===== src/design/sfc_pkg.sv =====
`timescale 1ns / 1ps
`default_nettype none
// ----------------------------------------------------------------------------
// sfc_pkg
// Shared types, constants and arithmetic helpers for the sensor frame
// CRC checker and converter.
// ----------------------------------------------------------------------------
package sfc_pkg;

    localparam int IN_TDATA_W  = 8;
    localparam int OUT_TDATA_W = 72;

    localparam logic [7:0] CRC_POLY = 8'h31;
    localparam logic [7:0] CRC_INIT = 8'hFF;

    // Byte positions within a six-byte reply.
    localparam logic [2:0] POS_W0_HI = 3'd0;
    localparam logic [2:0] POS_W0_LO = 3'd1;
    localparam logic [2:0] POS_CRC0  = 3'd2;
    localparam logic [2:0] POS_W1_HI = 3'd3;
    localparam logic [2:0] POS_W1_LO = 3'd4;
    localparam logic [2:0] POS_CRC1  = 3'd5;

    localparam logic [14:0] TEMP_MUL = 15'd17500;
    localparam logic [14:0] HUM_MUL  = 15'd12500;
    localparam logic [15:0] TEMP_OFS = 16'd4500;
    localparam logic [15:0] HUM_OFS  = 16'd600;
    localparam logic [15:0] HUM_MAX  = 16'd10000;

    typedef struct packed {
        logic        first_ok;
        logic        second_ok;
        logic [15:0] word0;
        logic [15:0] word1;
    } t_rec;

    function automatic logic [7:0] crc8_byte(input logic [7:0] crc, input logic [7:0] b);
        logic [7:0] c;
        c = crc ^ b;
        for (int k = 0; k < 8; k++) begin
            if (c[7]) begin
                c = {c[6:0], 1'b0} ^ CRC_POLY;
            end else begin
                c = {c[6:0], 1'b0};
            end
        end
        return c;
    endfunction

    // Quotient by 65535 for values below 2^31: the first estimate is the
    // upper half, and the remainder stays below twice the divisor.
    function automatic logic [14:0] div_65535(input logic [30:0] x);
        logic [14:0] q0;
        logic [16:0] r;
        q0 = x[30:16];
        r  = {1'b0, x[15:0]} + {2'b00, q0};
        return q0 + ((r >= 17'd65535) ? 15'd1 : 15'd0);
    endfunction

endpackage
`default_nettype wire


===== src/design/sfc_front.sv =====
`timescale 1ns / 1ps
`default_nettype none
// ----------------------------------------------------------------------------
// sfc_front
// Accepts reply bytes, tracks the byte position, runs the CRC-8 and
// assembles one frame record on the sixth byte.
// ----------------------------------------------------------------------------
module sfc_front (
    input  wire logic          i_clk,
    input  wire logic          i_rst_n,
    input  wire logic          i_valid,
    output logic               o_ready,
    input  wire logic [7:0]    i_byte,
    input  wire logic          i_first,
    input  wire logic          i_full,
    output logic               o_push,
    output sfc_pkg::t_rec      o_rec
);
    import sfc_pkg::*;

    logic [2:0]  r_pos, n_pos;
    logic [7:0]  r_crc, n_crc;
    logic [15:0] r_shift, n_shift;
    logic [15:0] r_w0, n_w0;
    logic        r_ok0, n_ok0;

    logic [2:0]  pos;
    logic [7:0]  crc;
    logic [15:0] sh;
    logic        accept;

    assign o_ready = !i_full;
    assign accept  = i_valid && o_ready;

    always_comb begin
        pos = r_pos;
        crc = r_crc;
        sh  = r_shift;
        if (i_first || (r_pos > POS_CRC1)) begin
            pos = POS_W0_HI;
            crc = CRC_INIT;
            sh  = '0;
        end

        n_pos   = r_pos;
        n_crc   = r_crc;
        n_shift = r_shift;
        n_w0    = r_w0;
        n_ok0   = r_ok0;
        o_push  = 1'b0;

        o_rec.first_ok  = r_ok0;
        o_rec.second_ok = (crc == i_byte);
        o_rec.word0     = r_w0;
        o_rec.word1     = sh;

        if (accept) begin
            case (pos)
                POS_W0_HI, POS_W0_LO, POS_W1_HI, POS_W1_LO: begin
                    n_crc   = crc8_byte(crc, i_byte);
                    n_shift = {sh[7:0], i_byte};
                    n_pos   = pos + 3'd1;
                end
                POS_CRC0: begin
                    n_ok0   = (crc == i_byte);
                    n_w0    = sh;
                    n_crc   = CRC_INIT;
                    n_shift = sh;
                    n_pos   = POS_W1_HI;
                end
                POS_CRC1: begin
                    o_push  = 1'b1;
                    n_crc   = CRC_INIT;
                    n_shift = '0;
                    n_pos   = POS_W0_HI;
                end
                default: begin
                    n_crc   = CRC_INIT;
                    n_shift = '0;
                    n_pos   = POS_W0_HI;
                end
            endcase
        end
    end

    always_ff @(posedge i_clk) begin
        if (!i_rst_n) begin
            r_pos   <= POS_W0_HI;
            r_crc   <= CRC_INIT;
            r_shift <= '0;
            r_w0    <= '0;
            r_ok0   <= 1'b0;
        end else begin
            r_pos   <= n_pos;
            r_crc   <= n_crc;
            r_shift <= n_shift;
            r_w0    <= n_w0;
            r_ok0   <= n_ok0;
        end
    end

endmodule
`default_nettype wire


===== src/design/sfc_queue.sv =====
`timescale 1ns / 1ps
`default_nettype none
// ----------------------------------------------------------------------------
// sfc_queue
// Short first-in first-out queue of frame records between the byte
// front end and the conversion back end.
// ----------------------------------------------------------------------------
module sfc_queue #(
    parameter int DEPTH = 4
) (
    input  wire logic           i_clk,
    input  wire logic           i_rst_n,
    input  wire logic           i_push,
    input  wire sfc_pkg::t_rec  i_rec,
    input  wire logic           i_pop,
    output sfc_pkg::t_rec       o_rec,
    output logic                o_empty,
    output logic                o_full
);
    import sfc_pkg::*;

    localparam int PTR_W = $clog2(DEPTH);
    localparam int CNT_W = $clog2(DEPTH + 1);
    localparam logic [PTR_W-1:0] LAST_PTR = PTR_W'(DEPTH - 1);

    t_rec             r_mem [DEPTH];
    logic [PTR_W-1:0] r_wr, r_rd;
    logic [CNT_W-1:0] r_cnt;
    logic             do_push, do_pop;

    assign o_empty = (r_cnt == '0);
    assign o_full  = (r_cnt == CNT_W'(DEPTH));
    assign do_push = i_push && !o_full;
    assign do_pop  = i_pop && !o_empty;
    assign o_rec   = r_mem[r_rd];

    always_ff @(posedge i_clk) begin
        if (do_push) begin
            r_mem[r_wr] <= i_rec;
        end
    end

    always_ff @(posedge i_clk) begin
        if (!i_rst_n) begin
            r_wr  <= '0;
            r_rd  <= '0;
            r_cnt <= '0;
        end else begin
            if (do_push) begin
                r_wr <= (r_wr == LAST_PTR) ? '0 : r_wr + PTR_W'(1);
            end
            if (do_pop) begin
                r_rd <= (r_rd == LAST_PTR) ? '0 : r_rd + PTR_W'(1);
            end
            if (do_push && !do_pop) begin
                r_cnt <= r_cnt + CNT_W'(1);
            end else if (do_pop && !do_push) begin
                r_cnt <= r_cnt - CNT_W'(1);
            end
        end
    end

endmodule
`default_nettype wire


===== src/design/sfc_back.sv =====
`timescale 1ns / 1ps
`default_nettype none
// ----------------------------------------------------------------------------
// sfc_back
// Two-stage conversion pipeline: constant multiply, then division by
// 65535, offset and optional humidity clamp into the output register.
// ----------------------------------------------------------------------------
module sfc_back (
    input  wire logic                        i_clk,
    input  wire logic                        i_rst_n,
    input  wire logic                        i_clamp,
    input  wire logic                        i_avail,
    input  wire sfc_pkg::t_rec               i_rec,
    output logic                             o_pop,
    output logic                             m_axis_tvalid,
    input  wire logic                        m_axis_tready,
    output logic [sfc_pkg::OUT_TDATA_W-1:0]  m_axis_tdata
);
    import sfc_pkg::*;

    logic        r_v1, r_v2;
    t_rec        r_rec1, r_rec2;
    logic [30:0] r_prod_t;
    logic [29:0] r_prod_h;
    logic [14:0] r_temp, r_hum;

    logic        en1, en2;
    logic [14:0] q_t, q_h;
    logic [15:0] temp16, hum16, hum_c;

    assign en2   = !r_v2 || m_axis_tready;
    assign en1   = !r_v1 || en2;
    assign o_pop = en1 && i_avail;

    always_comb begin
        q_t    = div_65535(r_prod_t);
        q_h    = div_65535({1'b0, r_prod_h});
        temp16 = {1'b0, q_t} - TEMP_OFS;
        hum16  = {1'b0, q_h} - HUM_OFS;
        hum_c  = hum16;
        if (i_clamp) begin
            if ($signed(hum16) < $signed(16'd0)) begin
                hum_c = '0;
            end else if ($signed(hum16) > $signed(HUM_MAX)) begin
                hum_c = HUM_MAX;
            end
        end
    end

    always_ff @(posedge i_clk) begin
        if (en1) begin
            r_rec1   <= i_rec;
            r_prod_t <= 31'(TEMP_MUL) * 31'(i_rec.word0);
            r_prod_h <= 30'(HUM_MUL) * 30'(i_rec.word1);
        end
        if (en2) begin
            r_rec2 <= r_rec1;
            r_temp <= temp16[14:0];
            r_hum  <= hum_c[14:0];
        end
    end

    always_ff @(posedge i_clk) begin
        if (!i_rst_n) begin
            r_v1 <= 1'b0;
            r_v2 <= 1'b0;
        end else begin
            if (en1) begin
                r_v1 <= i_avail;
            end
            if (en2) begin
                r_v2 <= r_v1;
            end
        end
    end

    assign m_axis_tvalid = r_v2;
    assign m_axis_tdata  = {7'b0, r_hum, r_temp, r_rec2.word1, r_rec2.word0,
                            r_rec2.second_ok, r_rec2.first_ok,
                            r_rec2.first_ok & r_rec2.second_ok};

endmodule
`default_nettype wire


===== src/design/sensor_frame_crc_check_and_convert.sv =====
`timescale 1ns / 1ps
`default_nettype none
// ----------------------------------------------------------------------------
// sensor_frame_crc_check_and_convert
// Checks the two CRC-8 bytes of a six-byte sensor reply and converts the
// two raw words to temperature and humidity in hundredths.
// ----------------------------------------------------------------------------
// Channel   Direction  Beat content
// s_axis    in         one reply byte, tuser marks the first byte of a reply
// m_axis    out        one result per complete reply
// cfg       in         humidity clamp enable, written by i_cfg_we
//
// One byte is taken every cycle while the record queue has room.
// After the edge that takes the sixth byte, the record passes through the
// queue and then the conversion stages behind it (multiply, then divide and
// clamp) before m_axis_tvalid rises.
// A stalled output fills the queue, after which s_axis_tready drops.
// Reset is synchronous; it empties the queue and restarts the byte position.
// ----------------------------------------------------------------------------
module sensor_frame_crc_check_and_convert #(
    parameter int FIFO_DEPTH = 4
) (
    input  wire logic                            i_clk,
    input  wire logic                            i_rst_n,
    input  wire logic                            i_cfg_we,
    input  wire logic                            i_cfg_wdata,
    input  wire logic                            s_axis_tvalid,
    output logic                                 s_axis_tready,
    // [7:0] rx_byte
    input  wire logic [sfc_pkg::IN_TDATA_W-1:0]  s_axis_tdata,
    // [0] frame_first
    input  wire logic                            s_axis_tuser,
    output logic                                 m_axis_tvalid,
    input  wire logic                            m_axis_tready,
    // [0] frame_ok, [1] first_crc_ok, [2] second_crc_ok, [18:3] raw_first_word,
    // [34:19] raw_second_word, [49:35] temp_centi, [64:50] humidity_centi
    output logic [sfc_pkg::OUT_TDATA_W-1:0]      m_axis_tdata
);
    import sfc_pkg::*;

    logic r_clamp;
    logic push, pop, q_empty, q_full;
    t_rec rec_in, rec_out;

    always_ff @(posedge i_clk) begin
        if (!i_rst_n) begin
            r_clamp <= 1'b1;
        end else if (i_cfg_we) begin
            r_clamp <= i_cfg_wdata;
        end
    end

    sfc_front u_front (
        .i_clk   (i_clk),
        .i_rst_n (i_rst_n),
        .i_valid (s_axis_tvalid),
        .o_ready (s_axis_tready),
        .i_byte  (s_axis_tdata),
        .i_first (s_axis_tuser),
        .i_full  (q_full),
        .o_push  (push),
        .o_rec   (rec_in)
    );

    sfc_queue #(
        .DEPTH (FIFO_DEPTH)
    ) u_queue (
        .i_clk   (i_clk),
        .i_rst_n (i_rst_n),
        .i_push  (push),
        .i_rec   (rec_in),
        .i_pop   (pop),
        .o_rec   (rec_out),
        .o_empty (q_empty),
        .o_full  (q_full)
    );

    sfc_back u_back (
        .i_clk         (i_clk),
        .i_rst_n       (i_rst_n),
        .i_clamp       (r_clamp),
        .i_avail       (!q_empty),
        .i_rec         (rec_out),
        .o_pop         (pop),
        .m_axis_tvalid (m_axis_tvalid),
        .m_axis_tready (m_axis_tready),
        .m_axis_tdata  (m_axis_tdata)
    );

endmodule
`default_nettype wire


===== config.mk =====
export PLATFORM = sky130hd
export DESIGN_NAME = sensor_frame_crc_check_and_convert
export DESIGN_NICKNAME = d
export VERILOG_FILES = /design/src/design/sfc_pkg.sv /design/src/design/sfc_front.sv /design/src/design/sfc_queue.sv /design/src/design/sfc_back.sv /design/src/design/sensor_frame_crc_check_and_convert.sv
export SDC_FILE = /design/constraint.sdc
export NUM_CORES = 1
export LEC_CHECK = 0
export BUFFER_PORTS_ARGS = -buffer_cell sky130_fd_sc_hd__buf_4
export CORE_ASPECT_RATIO = 1.25
export CORE_MARGIN = 2
export CORE_UTILIZATION = 65
export CTS_CLUSTER_DIAMETER = 80
export DETAILED_ROUTE_END_ITERATION = 7
export HOLD_SLACK_MARGIN = 0.05
export PLACE_DENSITY = 0.84
export SLEW_MARGIN = 0
export SYNTH_ARGS = -nofsm -noshare
export SYNTH_HDL_FRONTEND = slang
export SYNTH_SLANG_ARGS = --single-unit

===== constraint.sdc =====
create_clock -name i_clk -period 13.7 [get_ports i_clk]
set_input_delay 2.74 -clock i_clk [delete_from_list [all_inputs] [get_ports i_clk]]
set_output_delay 2.74 -clock i_clk [all_outputs]
set_load 0.01 [all_outputs]

# Yosys cells after proc, flatten, opt, wreduce, memory -nomap -nowiden
# Memory sizes are Yosys's and may differ from the RTL's. A register that Yosys moved wholly into a read port is not among the register bits.
# Cells that the tools add are included.
# classes
n_lt_le_gt_ge,5
addsub,11
n_mul,2
muxes,43
n_reduce_logical,20
bitwise,10
eq_ne,9
# op_table
operator,n
8-bit 2-to-1 mux,16
6-bit 2-to-1 mux,8
15-bit 2-to-1 mux,3
17-bit by 16-bit greater-or-equal comparator with 1-bit output (second input constant),2
16-bit one-hot mux with 2 select lines,1
13-bit by 16-bit multiplier with 29-bit output (first input constant),1
12-bit by 16-bit multiplier with 28-bit output (first input constant),1
3-bit inverter,8
16-bit by 14-bit adder with 17-bit output,1
16-bit by 15-bit adder with 17-bit output,1
16-bit by 15-bit greater-than comparator with 1-bit output (second input constant),1
16-bit by 1-bit less-than comparator with 1-bit output (second input constant),1
16-bit 2-to-1 mux,1
15-bit by 10-bit subtractor with 16-bit output (second input constant),1
14-bit by 15-bit adder with 15-bit output,1
15-bit adder,1
15-bit by 13-bit subtractor with 15-bit output (second input constant),1
3-bit == test (second input constant),3
3-bit 2-to-1 mux,3
8-bit == test,1
2-bit 2-to-1 mux,4
8-bit bitwise XOR,1
3-bit by 1-bit adder with 3-bit output (second input constant),2
3-bit by 2-bit == test with 1-bit output (second input constant),2
15 further kinds,35
# word_totals
elab_cells,124
input_bits,15
mem_count,1
ramBits,136
output_inout_bits,74
register_bits,209
# mem_list
memory,words,word_bits,rd,rd_clocked_by_memory_dff,wr,line,rtl
u_queue.r_mem,4,34,1,1,1,sfc_queue.sv:26,t_rec r_mem [DEPTH];

# Longest topological paths before layout
# logic_depth
depth_word,35
mapped_depth,24
depth_no_buf,23

# By module
# A second synthesis with hierarchy kept.
# hier_totals
cells_unflattened,1649
area_unflattened_um2,20821.2
# modules_own_cells
mod,instances,cells_each,area_each_um2
sfc_back,1,1159,13148.9
sfc_queue,1,229,5435.2
sfc_front,1,257,2199.6
sensor_frame_crc_check_and_convert,1,4,37.5

# Worst setup path before layout
# OpenSTA, ideal clock, no wires.
# synth_path
path_kind,register to register
start,register with a tool-made name
end,"register u_back.r_prod_h[29], data pin"
required_ps,13426
setup_time_ps,274
path_buffers,2
arrival_ps,6092
slack_ps,7334
path_stages_with_launch,20
cell_sequence,dfxtp_1 > clkbuf_1 > buf_1 > mux4_2 > ha_1 > ha_1 > inv_1 > fa_1 > inv_1 > fa_1 > fa_1 > ha_1 > a21o_1 > a21oi_1 > nor2_1 > a211o_1 > or3_1 > or3_1 > a2111oi_0 > a211oi_1
# synth_lines
item,line,rtl
end signal: assignment,sfc_back.sv:54,r_prod_h <= 30'(HUM_MUL) * 30'(i_rec.word1);
end: declaration,sfc_back.sv:24,logic [29:0] r_prod_h;

==> flow_summary.toml <==
[clocking]
root_buffer = "clkbuf_16"
clk_pin_slew_ns = 0.06
cts_buffer_depth = 3
post_cts_resize_count = 0
holdBufCountCts = 0
worstSkewPairLatency_ns = 0.53
number_of_clock_buffers_inserted_by_tritoncts = 34
postCtsSetupBuffers = 0
clock_sinks = 344
clock_tree_from_tritoncts = "built"
level_count_of_the_clock_h_tree = 2

[synthesis]
netlist_top_cells_area = "edfxtp_1 41%, ha_1 14%, fa_1 8.7%, dfxtp_1 5.3%, inv_1 4.2%"
netlist_instances = 1732
netlist.area_leader.share_pct = 40.66
synth_commonest_cells = "288 x edfxtp_1, 239 x ha_1, 236 x inv_1, 92 x fa_1, 90 x nand2_1"
postSynthAreaPerCell_um2 = 12.28
distinct_cell_type_count_of_the_synthesized_netlist = 82
yosys.cell_count.top_type = "edfxtp_1"
post_synth_fa_ha_maj_area_fraction_pct = 22.72
synth_simple_gate_area_share_pct = 8.371
synth-seq-area-share_pct = 45.93
synth_flop_cell = "edfxtp_1"
post_synth_instance_area_um2 = 21270
largest_family_of_logic_cells_by_synthesized_area = "adder cells"
compound_gate_fraction_of_synth_area_pct = 8.806
yosysTopAreaCell = "edfxtp_1"
yosys_warnings = 0
synth_xor_area_share_pct = 4.729
synth.area.mux_share_pct = 4.029
async_reset_ff_share_pct = 0
postSynthRegisterBits = 344
synth_enable_flop_cells = 288

[routing]
via_count = 12997
drt_iter0_markers = 930
drt_wl_total_um = 40650
drtPass1Iterations = 5
routed_wire_length_per_instance_um = 18.05
antenna_violating_nets_post_route = 0
detail_route.vias_per_cell = 5.771
drc_errors_left = 0

[timing]
setup_viol = 0
max_clock_freq_ghz = 0.1529
timing.final.crit_share_pct = 47.75
post-route-min-period_ns = 6.542
fin_ws_ns = 7.158
final_max_slew_viol_count = 0
fin_tns_setup_ns = 0
finClkSkew_ns = 0.01031
tightestPinTransition_ns = 1.176
relSlewSlack_pct = 21.05
finalHoldViolCount = 0
rsz0062_at_grt = "no"

[cells_and_area]
final_core_util_pct = 71.85
register_area_um2 = 9771
area_growth_syn_to_layout_pct = 9.782
total_area_of_multi_input_combinational_cells_um2 = 10380
final_net_count = 2155
final_cell_count_no_fill = 2252
filler_cells = 2143
drive_above_1_share_pct = 11.29
insertedDiodeCount = 0

[status]
outcome = "finished clean"

[worst_setup_path]
crit_fanout = 34
critPathKind = "reg -> reg"
cp-end-kind = "flop"
arrival_ns = 6.80
setup.worst_path.start_class = "flop"
worstPathRequired_ns = 13.96

[placed_design]
pre_cts_slack_ns = 7.214
port-buffer-count = 81
detailedPlacementHpwl_um = 29730
dpl.cell_count = 2191
finalWeightedCongestion = 0.9158

[global_routing]
number_of_antenna_violations_at_the_first_check_in_global_routing = 0
global_route.overflow_total = 0
via_count_of_the_first_global_routing_pass = 13495
grt.total_usage_pct = 24.19
grt_max_degree = 80
first_pass_grt_wire_length_um = 66210

[floorplan]
start_util_pct = 65.45
io-pin-count = 89
fp.dieH_um = 206.3
floorplan.die_area_um2 = 34200
placement_rows = 74
die_w_um = 165.8
core_um2 = 32500

[run]
maxCapViolations = 0

[hold_path]
hp-class = "reg -> reg"
-- path summary, 6_finish.rpt --
check	from	endpoint	slack [ns]	cells after the start
min reg2reg	u_back.r_rec1[31]	u_back.m_axis_tdata[18]	0.41	0
max	flop	u_back.r_prod_h[29]	7.16	18
max reg2reg	flop	u_back.r_prod_h[29]	7.16	18
min	u_back.r_rec1[31]	u_back.m_axis_tdata[18]	0.41	0
-- sequential cells by signal, indices dropped and copies added, names as in the netlist, named ones only --
register	cells
u_queue.r_mem	136
u_back.m_axis_tdata	34
u_back.r_rec1	34
u_back.r_prod_t	28
u_back.r_prod_h	26
u_front.r_shift	16
u_front.r_w0	16
u_back.r_hum	15
u_back.r_temp	15
u_front.r_crc	8
u_front.r_pos	3
u_queue.r_cnt	3
u_queue.r_rd	2
u_queue.r_wr	2
r_clamp	1
u_back.m_axis_tvalid	1
u_back.r_v1	1
u_front.r_ok0	1
-- worst max-delay path, stage by stage (launching register included) --
cell and delay (ns):
dfxtp_2 0.31, buf_4 0.54, mux4_2 0.68, ha_1 0.34
ha_1 0.32, inv_1 0.08, fa_1 0.54, inv_1 0.06
fa_1 0.50, fa_1 0.50, ha_1 0.41, a21o_1 0.21
a21oi_1 0.25, nor2_1 0.07, a211o_1 0.29, or3_1 0.30
or3_1 0.33, a2111oi_0 0.42, a211oi_1 0.10
-- metrics by stage --
step / hold slack (ns) / cell area [µm²]
5_1_grt: 0.4249 / 23350
2_1_floorplan: 0.4003 / 21290
6_report: 0.4106 / 23350
3_5_place_dp: 0.4052 / 22230
3_3_place_gp: 0.4021 / 22230
4_1_cts: 0.4158 / 23350
-- logic make-up after synthesis --
logic type | after synthesis
flops | 344
xor+xnor | 114
compound gates | 270
buf+inv | 290
simple gates | 339
fa+ha+maj | 331
mux | 43
other cells | 1
-- layout by cell type, fill, tap and decap left out, drive strengths merged, types with 37 or more instances in the layout --
cell,n
a21oi,68
buf,89
clkbuf,41
dfxtp,56
edfxtp,288
fa,92
ha,239
inv,241
nand2,92
nor2,55
nor2b,37
xnor2,78
-- metal layers --
layer / part of all wire [%] / up-vias / routed length, µm / GRT usage [%]
met3: 4.3 / 100 / 1748 / 3.638
met4: 3.9 / 0 / 1586 / 9.720
li1: - / 6292 / - / -
met5: 0 / - / 0 / 0
met2: 51 / 320 / 20770 / 44.41
met1: 41 / 6285 / 16540 / 28.68
-- area by class of cell --
type                    instances  share of cell area [%]
clock buffers                  41                   3.976
clock inverters                20                  0.8252
flip-flops and latches        344                   41.84
inverters                     236                   3.794
multi-input cells            1104                   44.46
well taps                     418                   2.240
repair buffers                 89                   2.861
Power is not shown: default switching activity piles up to over one toggle a cycle in this logic, so the estimate is an artifact.
